File: src/hdl/sha1_message_digest_assert.svh
// ----------------------------------------------------------------------------
// SHA-1 digest assertion macros
// Shared concurrent assertion forms, reset-qualified, reporting by $error.
// ----------------------------------------------------------------------------
`ifndef SHA1_MESSAGE_DIGEST_ASSERT_SVH
`define SHA1_MESSAGE_DIGEST_ASSERT_SVH

// same-cycle implication
`define SHA1MD_ASSERT_IMP(lbl, clk, rstn, ante, cons, msg) \
  lbl: assert property (@(posedge clk) disable iff (!rstn) (ante) |-> (cons)) \
    else $error(msg);

// next-cycle implication
`define SHA1MD_ASSERT_NXT(lbl, clk, rstn, ante, cons, msg) \
  lbl: assert property (@(posedge clk) disable iff (!rstn) (ante) |=> (cons)) \
    else $error(msg);

`endif

File: src/hdl/sha1md_pkg.sv
// ----------------------------------------------------------------------------
// SHA-1 digest package
// Shared types, constants and control structs of the SHA-1 digest block.
// ----------------------------------------------------------------------------
`default_nettype none

package sha1md_pkg;

  typedef logic [31:0] word_t;
  typedef word_t [4:0] hash_t;     // index 0 = h0 / a
  typedef logic [3:0]  pos_t;
  typedef logic [6:0]  rnd_t;
  typedef logic [2:0]  nbytes_t;
  typedef logic [63:0] bitcnt_t;

  localparam hash_t IV = '{
    32'hC3D2E1F0, 32'h10325476, 32'h98BADCFE, 32'hEFCDAB89, 32'h67452301
  };

  localparam word_t K0 = 32'h5A827999;
  localparam word_t K1 = 32'h6ED9EBA1;
  localparam word_t K2 = 32'h8F1BBCDC;
  localparam word_t K3 = 32'hCA62C1D6;

  localparam int   ROUNDS    = 80;
  localparam rnd_t RND_SEG1  = 7'd20;
  localparam rnd_t RND_SEG2  = 7'd40;
  localparam rnd_t RND_SEG3  = 7'd60;
  localparam rnd_t LAST_RND  = 7'(ROUNDS - 1);

  localparam pos_t  LEN_POS    = 4'd14;
  localparam pos_t  LAST_POS   = 4'd15;
  localparam word_t PAD_WORD   = 32'h8000_0000;
  localparam nbytes_t FULL_BYTES = 3'd4;
  localparam int    DIGEST_WORDS = 5;

  typedef struct packed {
    logic  push;   // shift one word into the block window
    word_t word;
    logic  init;   // chain back to IV, fill position to zero
  } cmp_ctrl_t;

  typedef struct packed {
    logic busy;    // rounds or fold in progress
    pos_t pos;     // block fill position
  } cmp_stat_t;

  function automatic word_t rotl(input word_t x, input int unsigned n);
    rotl = (x << n) | (x >> (32 - n));
  endfunction

endpackage

`default_nettype wire

File: src/hdl/sha1md_in_if.sv
// ----------------------------------------------------------------------------
// SHA-1 message word channel
// Valid/ready channel carrying one message word with its byte count.
// ----------------------------------------------------------------------------
`default_nettype none

interface sha1md_in_if;
  logic        valid;
  logic        ready;
  logic [31:0] data_word;
  logic [2:0]  valid_bytes;
  logic        last;

  modport source (output valid, data_word, valid_bytes, last, input ready);
  modport sink   (input valid, data_word, valid_bytes, last, output ready);
endinterface

`default_nettype wire

File: src/hdl/sha1md_out_if.sv
// ----------------------------------------------------------------------------
// SHA-1 digest word channel
// Valid/ready channel carrying one digest word with its index.
// ----------------------------------------------------------------------------
`default_nettype none

interface sha1md_out_if;
  logic        valid;
  logic        ready;
  logic [31:0] digest_word;
  logic [2:0]  word_index;
  logic        last_word;

  modport source (output valid, digest_word, word_index, last_word, input ready);
  modport sink   (input valid, digest_word, word_index, last_word, output ready);
endinterface

`default_nettype wire

File: src/hdl/sha1md_round.sv
// ----------------------------------------------------------------------------
// SHA-1 round unit
// One compression round: selects f and K by round number, forms the new a.
// ----------------------------------------------------------------------------
`default_nettype none

module sha1md_round (
  input  sha1md_pkg::hash_t vars_i,
  input  sha1md_pkg::word_t wt_i,
  input  sha1md_pkg::rnd_t  rnd_i,
  output sha1md_pkg::hash_t vars_o
);
  import sha1md_pkg::*;

  word_t a, b, c, d, e;
  word_t f, k;

  assign a = vars_i[0];
  assign b = vars_i[1];
  assign c = vars_i[2];
  assign d = vars_i[3];
  assign e = vars_i[4];

  always_comb begin
    if (rnd_i < RND_SEG1) begin
      f = (b & c) | (~b & d);
      k = K0;
    end else if (rnd_i < RND_SEG2) begin
      f = b ^ c ^ d;
      k = K1;
    end else if (rnd_i < RND_SEG3) begin
      f = (b & c) | (b & d) | (c & d);
      k = K2;
    end else begin
      f = b ^ c ^ d;
      k = K3;
    end
  end

  assign vars_o[0] = rotl(a, 5) + f + e + k + wt_i;
  assign vars_o[1] = a;
  assign vars_o[2] = rotl(b, 30);
  assign vars_o[3] = c;
  assign vars_o[4] = d;

endmodule

`default_nettype wire

File: src/hdl/sha1md_compress.sv
// ----------------------------------------------------------------------------
// SHA-1 block compressor
// 16-word window, working variables and chain; runs the round unit 80 times
// per block, then folds the result into the chain.
// ----------------------------------------------------------------------------
`default_nettype none

`include "sha1_message_digest_assert.svh"

module sha1md_compress (
  input  wire                    clk_i,
  input  wire                    rst_ni,
  input  sha1md_pkg::cmp_ctrl_t  ctrl_i,
  output sha1md_pkg::cmp_stat_t  stat_o,
  output sha1md_pkg::hash_t      chain_o
);
  import sha1md_pkg::*;

  localparam logic [1:0] ST_FILL = 2'd0;
  localparam logic [1:0] ST_RUN  = 2'd1;
  localparam logic [1:0] ST_FOLD = 2'd2;

  logic [1:0]   state_q, state_d;
  pos_t         pos_q, pos_d;
  rnd_t         rnd_q, rnd_d;
  hash_t        chain_q, chain_d;
  hash_t        vars_q, vars_d;
  word_t [15:0] win_q, win_d;   // win_q[0] is the oldest word
  hash_t        vars_nxt;
  word_t        w_new;

  assign w_new = rotl(win_q[13] ^ win_q[8] ^ win_q[2] ^ win_q[0], 1);

  sha1md_round u_round (
    .vars_i (vars_q),
    .wt_i   (win_q[0]),
    .rnd_i  (rnd_q),
    .vars_o (vars_nxt)
  );

  always_comb begin
    state_d = state_q;
    pos_d   = pos_q;
    rnd_d   = rnd_q;
    chain_d = chain_q;
    vars_d  = vars_q;
    win_d   = win_q;
    case (state_q)
      ST_FILL: begin
        if (ctrl_i.init) begin
          chain_d = IV;
          pos_d   = '0;
        end else if (ctrl_i.push) begin
          win_d = {ctrl_i.word, win_q[15:1]};
          pos_d = pos_q + 4'd1;
          if (pos_q == LAST_POS) begin
            vars_d  = chain_q;
            rnd_d   = '0;
            state_d = ST_RUN;
          end
        end
      end
      ST_RUN: begin
        vars_d = vars_nxt;
        win_d  = {w_new, win_q[15:1]};
        rnd_d  = rnd_q + 7'd1;
        if (rnd_q == LAST_RND) begin
          state_d = ST_FOLD;
        end
      end
      ST_FOLD: begin
        for (int i = 0; i < DIGEST_WORDS; i++) begin
          chain_d[i] = chain_q[i] + vars_q[i];
        end
        state_d = ST_FILL;
      end
      default: begin
        state_d = ST_FILL;
      end
    endcase
  end

  always_ff @(posedge clk_i or negedge rst_ni) begin
    if (!rst_ni) begin
      state_q <= ST_FILL;
      pos_q   <= '0;
      rnd_q   <= '0;
      chain_q <= IV;
    end else begin
      state_q <= state_d;
      pos_q   <= pos_d;
      rnd_q   <= rnd_d;
      chain_q <= chain_d;
    end
  end

  always_ff @(posedge clk_i) begin
    vars_q <= vars_d;
    win_q  <= win_d;
  end

  assign stat_o.busy = (state_q != ST_FILL);
  assign stat_o.pos  = pos_q;
  assign chain_o     = chain_q;

  `SHA1MD_ASSERT_IMP(a_push_when_fill, clk_i, rst_ni, ctrl_i.push, state_q == ST_FILL, "word pushed during compression")
  `SHA1MD_ASSERT_NXT(a_run_to_fold, clk_i, rst_ni, state_q == ST_RUN && rnd_q == LAST_RND, state_q == ST_FOLD, "round 79 not followed by fold")
  `SHA1MD_ASSERT_NXT(a_fold_to_fill, clk_i, rst_ni, state_q == ST_FOLD, state_q == ST_FILL && pos_q == 4'd0, "fold left a partial block")

endmodule

`default_nettype wire

File: src/hdl/sha1_message_digest.sv
// ----------------------------------------------------------------------------
// SHA-1 message digest
// Buffers message words, pads the last one, runs the block compressor and
// returns the five digest words.
// ----------------------------------------------------------------------------
//  channel   dir  payload                              ends on
//  in_i      in   data_word, valid_bytes, last         last = 1
//  out_o     out  digest_word, word_index, last_word   last_word = 1
//
//  A word is taken while in_i.ready is high. The 16th word of a block starts
//  the shared round unit, 80 rounds at one per cycle, then the fold, with
//  in_i.ready low. A last word is followed by pad words and the bit length
//  over one or two blocks, then five digest words are offered, one per cycle
//  while out_o.ready is high.
//  Asynchronous active-low reset loads the SHA-1 initial chain.
// ----------------------------------------------------------------------------
`default_nettype none

`include "sha1_message_digest_assert.svh"

module sha1_message_digest (
  input  wire          clk_i,
  input  wire          rst_ni,
  sha1md_in_if.sink    in_i,
  sha1md_out_if.source out_o
);
  import sha1md_pkg::*;

  localparam logic [2:0] ST_IDLE  = 3'd0;
  localparam logic [2:0] ST_PAD80 = 3'd1;
  localparam logic [2:0] ST_PAD   = 3'd2;
  localparam logic [2:0] ST_LENLO = 3'd3;
  localparam logic [2:0] ST_WAIT  = 3'd4;
  localparam logic [2:0] ST_OUT   = 3'd5;

  logic [2:0] state_q, state_d;
  bitcnt_t    bits_q, bits_d;
  logic [2:0] idx_q, idx_d;
  cmp_ctrl_t  ctrl;
  cmp_stat_t  stat;
  hash_t      chain;
  nbytes_t    nb;
  word_t      tail_word;
  logic       in_acc, out_acc;

  sha1md_compress u_compress (
    .clk_i   (clk_i),
    .rst_ni  (rst_ni),
    .ctrl_i  (ctrl),
    .stat_o  (stat),
    .chain_o (chain)
  );

  assign in_i.ready = (state_q == ST_IDLE) && !stat.busy;
  assign in_acc     = in_i.valid && in_i.ready;
  assign out_acc    = out_o.valid && out_o.ready;

  assign nb = (in_i.valid_bytes > FULL_BYTES) ? FULL_BYTES : in_i.valid_bytes;

  always_comb begin
    case (nb[1:0])
      2'd1:    tail_word = {in_i.data_word[31:24], 24'h80_0000};
      2'd2:    tail_word = {in_i.data_word[31:16], 16'h8000};
      2'd3:    tail_word = {in_i.data_word[31:8], 8'h80};
      default: tail_word = PAD_WORD;
    endcase
  end

  always_comb begin
    state_d   = state_q;
    bits_d    = bits_q;
    idx_d     = idx_q;
    ctrl.push = 1'b0;
    ctrl.word = '0;
    ctrl.init = 1'b0;
    case (state_q)
      ST_IDLE: begin
        if (in_acc) begin
          ctrl.push = 1'b1;
          if (!in_i.last) begin
            ctrl.word = in_i.data_word;
            bits_d    = bits_q + 64'd32;
          end else begin
            bits_d = bits_q + {58'd0, nb, 3'd0};
            if (nb == FULL_BYTES) begin
              ctrl.word = in_i.data_word;
              state_d   = ST_PAD80;
            end else begin
              ctrl.word = tail_word;
              state_d   = ST_PAD;
            end
          end
        end
      end
      ST_PAD80: begin
        if (!stat.busy) begin
          ctrl.push = 1'b1;
          ctrl.word = PAD_WORD;
          state_d   = ST_PAD;
        end
      end
      ST_PAD: begin
        if (!stat.busy) begin
          ctrl.push = 1'b1;
          if (stat.pos == LEN_POS) begin
            ctrl.word = bits_q[63:32];
            state_d   = ST_LENLO;
          end
        end
      end
      ST_LENLO: begin
        if (!stat.busy) begin
          ctrl.push = 1'b1;
          ctrl.word = bits_q[31:0];
          state_d   = ST_WAIT;
        end
      end
      ST_WAIT: begin
        if (!stat.busy) begin
          idx_d   = '0;
          state_d = ST_OUT;
        end
      end
      ST_OUT: begin
        if (out_acc) begin
          idx_d = idx_q + 3'd1;
          if (idx_q == 3'(DIGEST_WORDS - 1)) begin
            ctrl.init = 1'b1;
            bits_d    = '0;
            state_d   = ST_IDLE;
          end
        end
      end
      default: begin
        state_d = ST_IDLE;
      end
    endcase
  end

  always_ff @(posedge clk_i or negedge rst_ni) begin
    if (!rst_ni) begin
      state_q <= ST_IDLE;
      bits_q  <= '0;
      idx_q   <= '0;
    end else begin
      state_q <= state_d;
      bits_q  <= bits_d;
      idx_q   <= idx_d;
    end
  end

  assign out_o.valid       = (state_q == ST_OUT);
  assign out_o.digest_word = chain[idx_q];
  assign out_o.word_index  = idx_q;
  assign out_o.last_word   = (idx_q == 3'(DIGEST_WORDS - 1));

  `SHA1MD_ASSERT_NXT(a_last_blocks_input, clk_i, rst_ni, in_acc && in_i.last, !in_i.ready, "word taken while padding")
  `SHA1MD_ASSERT_IMP(a_out_after_fold, clk_i, rst_ni, out_o.valid, !stat.busy, "digest offered during compression")
  `SHA1MD_ASSERT_NXT(a_clean_restart, clk_i, rst_ni, out_acc && out_o.last_word, state_q == ST_IDLE && stat.pos == 4'd0 && bits_q == 64'd0, "state not cleared after digest")

endmodule

`default_nettype wire

File: src/flat_wrapper.sv
// flat-port wrapper written by rule: the top's interface ports become plain ports
module sha1_message_digest_flat import sha1md_pkg::*;
  (clk_i, rst_ni, in_i_valid, in_i_data_word, in_i_valid_bytes, in_i_last, in_i_ready, out_o_valid, out_o_digest_word, out_o_word_index, out_o_last_word, out_o_ready);
  sha1md_in_if in_i_i ();
  sha1md_out_if out_o_i ();
  input  wire clk_i;
  input  wire rst_ni;
  input wire logic [$bits(in_i_i.valid)-1:0] in_i_valid;
  input wire logic [$bits(in_i_i.data_word)-1:0] in_i_data_word;
  input wire logic [$bits(in_i_i.valid_bytes)-1:0] in_i_valid_bytes;
  input wire logic [$bits(in_i_i.last)-1:0] in_i_last;
  output wire logic [$bits(in_i_i.ready)-1:0] in_i_ready;
  output wire logic [$bits(out_o_i.valid)-1:0] out_o_valid;
  output wire logic [$bits(out_o_i.digest_word)-1:0] out_o_digest_word;
  output wire logic [$bits(out_o_i.word_index)-1:0] out_o_word_index;
  output wire logic [$bits(out_o_i.last_word)-1:0] out_o_last_word;
  input wire logic [$bits(out_o_i.ready)-1:0] out_o_ready;
  assign in_i_i.valid = in_i_valid;
  assign in_i_i.data_word = in_i_data_word;
  assign in_i_i.valid_bytes = in_i_valid_bytes;
  assign in_i_i.last = in_i_last;
  assign in_i_ready = in_i_i.ready;
  assign out_o_valid = out_o_i.valid;
  assign out_o_digest_word = out_o_i.digest_word;
  assign out_o_word_index = out_o_i.word_index;
  assign out_o_last_word = out_o_i.last_word;
  assign out_o_i.ready = out_o_ready;
  sha1_message_digest u_core (.clk_i(clk_i), .rst_ni(rst_ni), .in_i(in_i_i), .out_o(out_o_i));
endmodule
File: config.mk
export PLATFORM = sky130hd
export DESIGN_NAME = sha1_message_digest_flat
export DESIGN_NICKNAME = d
export VERILOG_FILES = /design/src/hdl/sha1md_pkg.sv /design/src/hdl/sha1md_in_if.sv /design/src/hdl/sha1md_out_if.sv /design/src/hdl/sha1md_round.sv /design/src/hdl/sha1md_compress.sv /design/src/hdl/sha1_message_digest.sv /design/src/flat_wrapper.sv
export VERILOG_INCLUDE_DIRS = /design/src /design/src/hdl
export SDC_FILE = /design/constraint.sdc
export NUM_CORES = 2
export LEC_CHECK = 0
export ABC_AREA = 1
export BUFFER_PORTS_ARGS = -buffer_cell sky130_fd_sc_hd__buf_2
export CAP_MARGIN = 25
export CORE_AREA = 3 3 370 372
export DETAILED_ROUTE_END_ITERATION = 7
export DIE_AREA = 0 0 373 375
export PLACE_DENSITY_LB_ADDON = 0.3
export REMOVE_ABC_BUFFERS = 1
export SLEW_MARGIN = 20
export SYNTH_ARGS = -nofsm -noshare
export SYNTH_HDL_FRONTEND = slang
export SYNTH_SLANG_ARGS = --single-unit
File: constraint.sdc
create_clock -name clk_i -period 16.99 [get_ports clk_i]
set_input_delay 3.398 -clock clk_i [delete_from_list [all_inputs] [get_ports clk_i]]
set_output_delay 3.398 -clock clk_i [all_outputs]
set_load 0.01 [all_outputs]
==> flow_summary_export.csv <==
group,metric,value,unit
global_routing,overflow,0,
place,placedCellCount,7915,
finish,ff_latch_area,26300,um2
worst_hold_path,hp-class,"flip-flop to flip-flop",
detailed_routing,routed-via-count,42958,
die,die_w,373,um
logic_synthesis,synth-seq-cells,912,
setup_path,reg2reg_depth,20,
clocking,clock_latency,0.76,ns
power_and_ir_drop,powerDensity,80.3,nW/um2
global_routing,grt_pass1_vias,42082,
finish,multi_input_area,22700,um2
place,dpl.hpwl,144000,um
setup_path,r2r-start,"u_core.u_compress.rnd_q[4]$_DFFE_PN0P_",
run_status,status,"finished, final reports clean",
die,ioPinCount,78,
detailed_routing,drc,0,
logic_synthesis,synth.top_cell.area_share,37.8,%
die,rows,134,
timing,fin_skew,0.0813,ns
setup_path,critPathLaunch,"u_core.out_o.word_index[0]$_DFFE_PN0P_",
die,die-area,140000,um2
logic_synthesis,ys.warnings.count,0,
timing,rsz0062_at_grt,"no",
global_routing,grt_pass1_wl,274000,um
setup_path,crit_type,"flip-flop to primary output",
timing,max_freq,148,MHz
clocking,ctsResizeCount,0,
clocking,cts_buffer_depth,3,
detailed_routing,viasPerCell,5.30,
global_routing,antenna_found_initial,3,
logic_synthesis,async_flop_share,26.3,%
logic_synthesis,yosysUniqueCellTypes,60,
timing,min_period,6.77,ns
logic_synthesis,synth-edff-count,672,
clocking,cts_htree_levels,3,
place,gp_congestion,0.998,
setup_path,crit_fanout,33,
logic_synthesis,ys_seq_area_share,49.3,%
setup_path,rrSetupSlack,10.74,ns
clocking,cts_tree,"built",
logic_synthesis,syn_inst,6160,
finish,fin_cells,8108,
run,cap_violations,0,
timing,finalMaxSlewViolations,0,
logic_synthesis,avgSynthCellArea,8.66,um2
finish,nFillCells,13122,
detailed_routing,antenna_left,0,
finish,area_growth,11.3,%
logic_synthesis,syn-cell-area,53300,um2
detailed_routing,wl,187000,um
die,die_y,375,um
setup_path,arrival,3.37,ns
power_and_ir_drop,leakage,28.0,nW
place,io_buffers,77,
setup_path,start_kind,"flip-flop",
finish,mostFrequentLayoutCells,"nand2_1, inv_1, edfxtp_1",
power_and_ir_drop,irDropWorstVdd,0.0000725,V
worst_hold_path,hp-start,"u_core.u_compress.win_q[504]$_DFFE_PP_",
die,initial_core_util,39.9,%
timing,hold_viol_final,0,
logic_synthesis,synth_top_cell_by_area,"edfxtp_1",
clocking,cts.sinks,912,
timing,setup_violations,0,
timing,tns,0,ns
power_and_ir_drop,total_power,4.77,mW
timing,post-route-period-util,39.8,%
timing,slew-limit-headroom,28.3,%
worst_hold_path,hold_depth,0,
timing,tightest_slew,1.07,ns
global_routing,track_usage,26.4,%
setup_path,crit_required,13.59,ns
detailed_routing,first_iter_violations,4349,
clocking,cts-root-buf,"clkbuf_16",
clocking,cts_buffers,100,
die,placeableCoreArea,134000,um2
finish,nets,6618,
logic_synthesis,yosys-top-cells-area,"edfxtp_1, nand2_1, dfrtp_1",
finish,final_common_cell,"nand2_1",
setup_path,reg2reg_to,"u_core.u_compress.vars_q[16]$_DFFE_PP_",
logic_synthesis,yosys_most_used_dff,"edfxtp_1",
place,place_area,55700,um2
finish,fin_area,59400,um2
global_routing,grt_max_degree,198,
setup_path,cp-endpoint,"out_o_digest_word[17]",
clocking,ctsHoldBuffers,0,
detailed_routing,drt_pass1_iterations,6,
finish,drive_gt1_share,6.64,%
clocking,clkTransAtPathRegs,0.07,ns
clocking,cts_setup_buffers,0,
setup_path,cp-end-kind,"primary output",
detailed_routing,wl_per_cell,23.1,um
through the flow:
step	setup WS, ns	util (%)	hold WS, ns
5_1_grt	10.06	44.4	0.386
3_5_place_dp	10.08	41.7	0.405
2_1_floorplan	-11.91	-	0.400
3_3_place_gp	10.18	41.7	0.400
6_report	10.22	44.4	0.380
4_1_cts	10.24	44.4	0.386
where the power goes:
group	internal [mW]	leakage, nW	total (mW)	switching, mW
registers	2.37	9.53	2.37	0
logic	0.00604	16.7	0.0305	0.0244
clock network	1.38	1.73	2.37	0.990
total	3.75	28.0	4.77	1.01
critical path, cell delays in order, from the launching register on:
cell	delay (ns)
dfrtp_2	0.66
clkinv_1	0.64
buf_4	0.48
nand2_1	0.10
nand3_1	0.06
nand3_1	0.11
o21ai_0	0.28
buf_2	0.25
logic make-up (layout without fill, tap and decap cells):
kind of cell / after synthesis / in the layout / synth area share, %
xor+xnor: 161 / 161 / 2.64
other cells: 0 / 2 / 0
flops: 912 / 912 / 49.3
simple gates: 2694 / 2694 / 21.0
compound gates: 926 / 926 / 9.57
buf+inv: 1140 / 1318 / 8.15
fa+ha+maj: 327 / 327 / 9.33
synth_stat cells, drive strengths merged, types with 44 or more instances:
cell type	number
a21oi	305
buf	48
clkbuf	76
dfrtp	160
dfstp	80
edfxtp	672
fa	118
ha	209
inv	1015
nand2	1698
nand3	343
nand4	67
nor2	460
nor3	57
o21ai	421
o22ai	60
xnor2	117
xor2	44
worst min path at each step:
stage | endpoint
floorplan | u_core.u_compress.win_q[0]$_DFFE_PP_
global placement | u_core.u_compress.win_q[258]$_DFFE_PP_
detailed placement | u_core.u_compress.win_q[105]$_DFFE_PP_
CTS | u_core.u_compress.win_q[281]$_DFFE_PP_
global route | u_core.u_compress.win_q[472]$_DFFE_PP_
finish | u_core.u_compress.win_q[472]$_DFFE_PP_
per-layer routing:
metal,wire [um],vias to the layer above,track usage [%]
li1,-,20382,-
met1,78700,20739,34.8
met2,86300,1495,43.0
met3,11800,342,3.44
met4,10300,0,12.9
met5,0,-,0
registers in the layout, indices dropped and copies added, names as in the netlist, 3 cells and up:
register                   count
u_core.bits_q                 61
u_core.out_o.word_index        3
u_core.state_q                 3
u_core.u_compress.chain_o    160
u_core.u_compress.pos_q        4
u_core.u_compress.rnd_q        7
u_core.u_compress.vars_q     160
u_core.u_compress.win_q      512
area by class of cell:
cell class	instances	area share, %
inverter	1016	6.45
tap	1768	3.73
clock inverter	73	1.64
timing repair buffer	113	1.24
clock buffer	116	4.40
multi-input combinational	4108	38.3
antenna	2	0.00843
sequential	912	44.3
Note: power is estimated with default switching activity, not from simulation.
